### config.mk
export PLATFORM = sky130hd
export DESIGN_NAME = psdes_counter_random_generator
export DESIGN_NICKNAME = d
export VERILOG_FILES = /design/src/sv/psd_pkg.sv /design/src/sv/psd_front.sv /design/src/sv/psd_queue.sv /design/src/sv/psd_back.sv /design/src/sv/psdes_counter_random_generator.sv
export SDC_FILE = /design/constraint.sdc
export NUM_CORES = 2
export LEC_CHECK = 0
export BUFFER_PORTS_ARGS = -buffer_cell sky130_fd_sc_hd__buf_2
export CELL_PAD_IN_SITES_DETAIL_PLACEMENT = 1
export CELL_PAD_IN_SITES_GLOBAL_PLACEMENT = 1
export CORE_ASPECT_RATIO = 1.4
export CORE_MARGIN = 8
export CORE_UTILIZATION = 52
export CTS_BUF_LIST = sky130_fd_sc_hd__clkbuf_8
export DETAILED_ROUTE_END_ITERATION = 16
export HOLD_SLACK_MARGIN = 0.06
export PLACE_DENSITY_LB_ADDON = 0.1
export SYNTH_ARGS = -nofsm -noshare
export SYNTH_HDL_FRONTEND = slang
export SYNTH_SLANG_ARGS = --single-unit
### constraint.sdc
create_clock -name clk -period 18.5 [get_ports clk]
set_input_delay 1.85 -clock clk [delete_from_list [all_inputs] [get_ports clk]]
set_output_delay 1.85 -clock clk [all_outputs]
set_load 0.01 [all_outputs]
### src/sv/psd_pkg.sv
// Package for the pseudo-DES counter random generator.
// Holds the round keys, codes, shared types and the Feistel round function.
// No dependencies.
package psd_pkg;

  localparam int ROUNDS = 4;
  localparam int WORD_W = 32;
  localparam int HALF_W = 16;
  localparam int KEY_COUNT = 4;
  localparam int RND_W = $clog2(KEY_COUNT);
  localparam logic [RND_W-1:0] LAST_ROUND = RND_W'(ROUNDS - 1);

  localparam int QUEUE_DEPTH = 2;
  localparam int QPTR_W = $clog2(QUEUE_DEPTH);
  localparam int QCNT_W = $clog2(QUEUE_DEPTH + 1);

  localparam logic OP_DRAW = 1'b0;
  localparam logic OP_HASH = 1'b1;

  localparam int CFG_INDEX_W = 1;
  localparam logic [CFG_INDEX_W-1:0] REG_SEED_HIGH = 1'b0;
  localparam logic [CFG_INDEX_W-1:0] REG_SEED_LOW  = 1'b1;

  localparam logic [WORD_W-1:0] KEY_A [KEY_COUNT] = '{
    32'hbaa96887, 32'h1e17d32c, 32'h03bcdc3c, 32'h0f33d1b2
  };
  localparam logic [WORD_W-1:0] KEY_B [KEY_COUNT] = '{
    32'h4b0f3b58, 32'he874f0c3, 32'h6955c5a6, 32'h55a7ca46
  };

  typedef struct packed {
    logic [WORD_W-1:0] left;
    logic [WORD_W-1:0] right;
  } psd_word_t;

  typedef struct packed {
    logic      valid;
    psd_word_t data;
  } psd_head_t;

  function automatic psd_word_t psd_round(input psd_word_t w, input logic [RND_W-1:0] rnd);
    logic [WORD_W-1:0] a;
    logic [HALF_W-1:0] lo;
    logic [HALF_W-1:0] hi;
    logic [WORD_W-1:0] lolo;
    logic [WORD_W-1:0] hihi;
    logic [WORD_W-1:0] lohi;
    logic [WORD_W-1:0] b;
    logic [WORD_W-1:0] c;
    psd_word_t         res;
    a = w.right ^ KEY_A[rnd];
    lo = a[HALF_W-1:0];
    hi = a[WORD_W-1:HALF_W];
    lolo = WORD_W'(lo) * WORD_W'(lo);
    hihi = WORD_W'(hi) * WORD_W'(hi);
    lohi = WORD_W'(lo) * WORD_W'(hi);
    b = lolo + ~hihi;
    c = {b[HALF_W-1:0], b[WORD_W-1:HALF_W]};
    res.right = w.left ^ ((c ^ KEY_B[rnd]) + lohi);
    res.left = w.right;
    return res;
  endfunction

endpackage

### src/sv/psd_front.sv
// Front end: accepts items, holds the seeds and the 64-bit counter,
// and turns each item into a 64-bit word for the round engine. Uses psd_pkg.
module psd_front import psd_pkg::*; (
  input  logic                   clk,
  input  logic                   rst,
  input  logic                   cfg_write,
  input  logic [CFG_INDEX_W-1:0] cfg_index,
  input  logic [WORD_W-1:0]      cfg_data,
  input  logic                   in_valid,
  output logic                   in_stall,
  input  logic                   operation,
  input  logic [WORD_W-1:0]      word_high,
  input  logic [WORD_W-1:0]      word_low,
  input  logic                   q_full,
  output logic                   push,
  output psd_word_t              push_data
);

  logic [WORD_W-1:0]   seed_high;
  logic [WORD_W-1:0]   seed_low;
  logic [2*WORD_W-1:0] counter;
  logic [2*WORD_W-1:0] counter_next;

  assign in_stall = q_full;
  assign push = in_valid && !q_full;
  assign counter_next = counter + 64'd1;

  always_comb begin
    if (operation == OP_HASH) begin
      push_data.left = word_high;
      push_data.right = word_low;
    end else begin
      push_data.left = counter[2*WORD_W-1:WORD_W];
      push_data.right = counter[WORD_W-1:0];
    end
  end

  always_ff @(posedge clk) begin
    if (rst) begin
      seed_high <= '0;
      seed_low <= '0;
      counter <= '0;
    end else if (cfg_write) begin
      unique case (cfg_index)
        REG_SEED_HIGH: begin
          seed_high <= cfg_data;
          counter <= {cfg_data, seed_low};
        end
        REG_SEED_LOW: begin
          seed_low <= cfg_data;
          counter <= {seed_high, cfg_data};
        end
        default: ;
      endcase
    end else if (push && operation == OP_DRAW) begin
      counter <= counter_next;
    end
  end

endmodule

### src/sv/psd_queue.sv
// Short queue of 64-bit words between the front end and the round engine.
// Uses psd_pkg.
module psd_queue import psd_pkg::*; (
  input  logic      clk,
  input  logic      rst,
  input  logic      push,
  input  psd_word_t push_data,
  output logic      full,
  input  logic      pop,
  output psd_head_t head
);

  psd_word_t          entries [QUEUE_DEPTH];
  logic [QPTR_W-1:0]  wr_ptr;
  logic [QPTR_W-1:0]  rd_ptr;
  logic [QCNT_W-1:0]  count;

  assign full = count == QCNT_W'(QUEUE_DEPTH);
  assign head.valid = count != '0;
  assign head.data = entries[rd_ptr];

  always_ff @(posedge clk) begin
    if (push) begin
      entries[wr_ptr] <= push_data;
    end
  end

  always_ff @(posedge clk) begin
    if (rst) begin
      wr_ptr <= '0;
      rd_ptr <= '0;
      count <= '0;
    end else begin
      if (push) begin
        wr_ptr <= (wr_ptr == QPTR_W'(QUEUE_DEPTH - 1)) ? '0 : wr_ptr + 1'b1;
      end
      if (pop) begin
        rd_ptr <= (rd_ptr == QPTR_W'(QUEUE_DEPTH - 1)) ? '0 : rd_ptr + 1'b1;
      end
      if (push && !pop) begin
        count <= count + 1'b1;
      end else if (pop && !push) begin
        count <= count - 1'b1;
      end
    end
  end

endmodule

### src/sv/psd_back.sv
// Round engine: one Feistel round per cycle unless the output stalls,
// then an output register. Uses psd_pkg.
module psd_back import psd_pkg::*; (
  input  logic              clk,
  input  logic              rst,
  input  psd_head_t         head,
  output logic              pop,
  output logic              out_valid,
  input  logic              out_stall,
  output logic [WORD_W-1:0] result_high,
  output logic [WORD_W-1:0] result_low
);

  logic             busy;
  logic [RND_W-1:0] rnd;
  psd_word_t        work;
  psd_word_t        round_in;
  psd_word_t        round_out;
  logic             last;
  logic             out_free;
  logic             step;

  assign round_in = busy ? work : head.data;
  assign round_out = psd_round(round_in, rnd);
  assign last = rnd == LAST_ROUND;
  assign out_free = !out_valid || !out_stall;
  assign step = (busy || head.valid) && (!last || out_free);
  assign pop = step && !busy;

  always_ff @(posedge clk) begin
    if (step) begin
      work <= round_out;
    end
    if (step && last) begin
      result_high <= round_out.left;
      result_low <= round_out.right;
    end
  end

  always_ff @(posedge clk) begin
    if (rst) begin
      busy <= 1'b0;
      rnd <= '0;
      out_valid <= 1'b0;
    end else begin
      if (step) begin
        if (last) begin
          busy <= 1'b0;
          rnd <= '0;
        end else begin
          busy <= 1'b1;
          rnd <= rnd + 1'b1;
        end
      end
      if (step && last) begin
        out_valid <= 1'b1;
      end else if (!out_stall) begin
        out_valid <= 1'b0;
      end
    end
  end

endmodule

### src/sv/psdes_counter_random_generator.sv
// Top level of the pseudo-DES counter random generator.
// Depends on psd_pkg, psd_front, psd_queue and psd_back.
//
//   channel  handshake            payload
//   in       in_valid / in_stall  operation, word_high, word_low
//   out      out_valid / out_stall result_high, result_low
//   cfg      cfg_write            cfg_index, cfg_data
//
// Each item passes the round engine one Feistel round per cycle, on three 16x16
// multipliers, while the output does not stall; the engine takes the next item
// only after the last round of the one before, and registers each result.
// Reset clears the seeds, the counter, the queue and the engine.
// A stalled output holds the last round; the two-entry queue keeps taking items until full.
module psdes_counter_random_generator import psd_pkg::*; (
  input  logic                   clk,
  input  logic                   rst,
  input  logic                   cfg_write,
  input  logic [CFG_INDEX_W-1:0] cfg_index,
  input  logic [WORD_W-1:0]      cfg_data,
  input  logic                   in_valid,
  output logic                   in_stall,
  input  logic                   operation,
  input  logic [WORD_W-1:0]      word_high,
  input  logic [WORD_W-1:0]      word_low,
  output logic                   out_valid,
  input  logic                   out_stall,
  output logic [WORD_W-1:0]      result_high,
  output logic [WORD_W-1:0]      result_low
);

  logic      q_full;
  logic      push;
  psd_word_t push_data;
  logic      pop;
  psd_head_t head;

  psd_front u_front (
    .clk       (clk),
    .rst       (rst),
    .cfg_write (cfg_write),
    .cfg_index (cfg_index),
    .cfg_data  (cfg_data),
    .in_valid  (in_valid),
    .in_stall  (in_stall),
    .operation (operation),
    .word_high (word_high),
    .word_low  (word_low),
    .q_full    (q_full),
    .push      (push),
    .push_data (push_data)
  );

  psd_queue u_queue (
    .clk       (clk),
    .rst       (rst),
    .push      (push),
    .push_data (push_data),
    .full      (q_full),
    .pop       (pop),
    .head      (head)
  );

  psd_back u_back (
    .clk         (clk),
    .rst         (rst),
    .head        (head),
    .pop         (pop),
    .out_valid   (out_valid),
    .out_stall   (out_stall),
    .result_high (result_high),
    .result_low  (result_low)
  );

endmodule
==> run metrics <==
Post-DP HPWL 104000 µm; fin nets 5327; Post-synth EDFFs 256; number of synthesized register bits 393; Root Buffer clkbuf_8; first-pass GRT wire length 201000 µm; Synth top cells by count inv_1 (832), fa_1 (577), nand2_1 (519); die area 0.0880 mm²; Initial Utilization 52.5%; path category of the worst min-delay check reg2reg; Setup TNS 0 ns; slowest cell on the critical path nor2_1; Peak Freq 57.7 MHz; synth top area cells fa_1 (28%), edfxtp_1 (19%), ha_1 (9.3%); drt first pass iters 5; H-tree levels 2; Layout area overhead 8.12%; DRC 0; die width 253 µm; CP Launch Type flip-flop; syn_area_per_cell 9.68 µm²; Global Route Usage Sum 30.2%; CP dominant cell by count fa_1; Iteration-0 DRC Markers 1388; top cell type's share of synthesized area 28.2%; Die Height 348 µm; Post-Route WL 131000 µm; clk sinks 393; share of layout cells above drive strength 1 10.1%; RePlAce Congestion 0.985; num rows 121; kind of critical path reg2reg; top_reg_cell synth edfxtp_1; via count 30238; Worst-path clk slew 0.08 ns; antenna violations before repair 4; core footprint 0.0778 mm²; Synthesized Nets 5208; slowest cell delay on critical path 0.91 ns; largest net degree at the start of global routing 86; Max-slew headroom 12.7%; synth unique cells 72; max_cap viols 0; routed len/inst 24.1 µm; netlist area before placement 0.0409 mm²; count leader, synth inv_1; fill count 8913; Final Cycle Share 93.6%; final slew viol count 0; CP required 18.86 ns; cell type with the largest total area after synthesis fa_1; min Tclk post-route 17.32 ns; PortBufs 168; setup violators final 0; top fanout value on the critical path 14; Num CTS Buffers 50; worst skew pair latency 0.62 ns; worst path arrival time 17.68 ns; Crit. End Element flip-flop; vias in the first global route 34488; Cells after Synth 4225; Worst Max-Slew Pin Slew 1.30 ns; GRT overflow 0; antenna violation net count after detailed routing 0; CP bufs+invs 10; critical path's top delay family adder cells; Hold Vio Cnt, Final 0; Vias/cell 5.57; CTS tree built; sequential fraction of the synthesis area 25.5%; clock buffer depth 3; unrepaired setup endpoints after global routing no; Crit path depth 55; hold_buf cts 0; Warnings, synthesis 0; status finished clean; cell count of the worst reg-to-reg path 55; WHS Path Cells 2; ys async rst share 0%; I/O pin total 169; clock skew 0.0310 ns
-- layout by cell type (no fill, tap or decap), drive strengths merged, types with 62 or more instances in the layout --
cell,n
fa,577
o21ai,72
nand2,520
a21oi,171
mux2,62
mux2i,125
a211oi,64
inv,835
xnor2,184
dfxtp,137
buf,243
ha,303
xor2,77
nor2,380
edfxtp,256
-- metrics by stage --
step           instance area, µm²  setup WS, ns  hold slack [ns]  utilization [%]  cells
5_1_grt                     44200         0.259            0.473             56.8   5427
3_5_place_dp                43100         0.711            0.446             55.4   5337
4_1_cts                     44200         0.698            0.457             56.8   5426
6_report                    44200          1.18            0.455             56.8   5429
3_3_place_gp                43100          1.01            0.440             55.4   5337
2_1_floorplan               40900          3.53            0.433                -   4225
-- state kept, by name, indices dropped and copies added (netlist names), named ones only --
name and cells:
u_back.busy 1, u_front.seed_high 32, u_back.rnd 2, u_back.result_low 32
u_queue.rd_ptr 1, u_queue.entries 128, u_queue.wr_ptr 1, u_back.out_valid 1
u_front.counter 64, u_front.seed_low 32, u_back.result_high 32, u_queue.count 2
u_back.work 64
-- cell type report --
class	instances	area (µm²)	share of cell area [%]
Antenna cell	3	7.51	0.0170
Multi-Input combinational cell	2813	26800	60.6
Clock inverter	38	377	0.852
Inverter	843	3170	7.17
Tap cell	1045	1310	2.96
Clock buffer	51	702	1.59
Timing Repair Buffer	243	1410	3.19
Sequential cell	393	10400	23.6
-- routing by layer --
layer | up-vias | track usage (%) | part of all wire [%]
li1 | 13456 | - | -
met2 | 932 | 54.1 | 51
met5 | - | 0 | 0.0099
met1 | 15401 | 32.1 | 35
met4 | 2 | 21.9 | 8.9
met3 | 447 | 4.09 | 4.6
-- tightest hold or removal path: stages, from the launching register on --
cell,delay [ns]
dfxtp_1,0.31
nand2_1,0.05
a21oi_1,0.05
-- cell families (layout without fill, tap and decap cells) --
logic type | Yosys count | in the layout | share of synthesized area [%]
other | 0 | 3 | 0
buffers and inverters | 1019 | 1175 | 9.41
XOR/XNOR | 261 | 261 | 5.59
AO/OA/AOI/OAI | 426 | 426 | 6.51
multiplexers | 187 | 187 | 4.77
AND/OR/NAND/NOR | 1058 | 1058 | 10.7
adder cells (fa/ha/maj) | 881 | 881 | 37.5
flip-flops | 393 | 393 | 25.5
-- final timing paths --
kind,from,end,slack [ns]
worst min-delay path,u_front.seed_low[23]$_SDFFE_PP0P_,u_front.seed_low[23]$_SDFFE_PP0P_,0.45
worst max register to register,u_back.rnd[0]$_SDFFE_PP0P_,u_back.work[30]$_DFFE_PP_,1.18
worst min register to register,u_front.seed_low[23]$_SDFFE_PP0P_,u_front.seed_low[23]$_SDFFE_PP0P_,0.45
worst max-delay path,u_back.rnd[0]$_SDFFE_PP0P_,u_back.work[30]$_DFFE_PP_,1.18
-- what timing repair did --
action	4_1_cts	5_1_grt
gates resized for setup	0	2
setup buffers	0	0
setup endpoints to repair	0	4
Power is not shown: default switching activity piles up to over one toggle a cycle in this logic, so the estimate is an artifact.
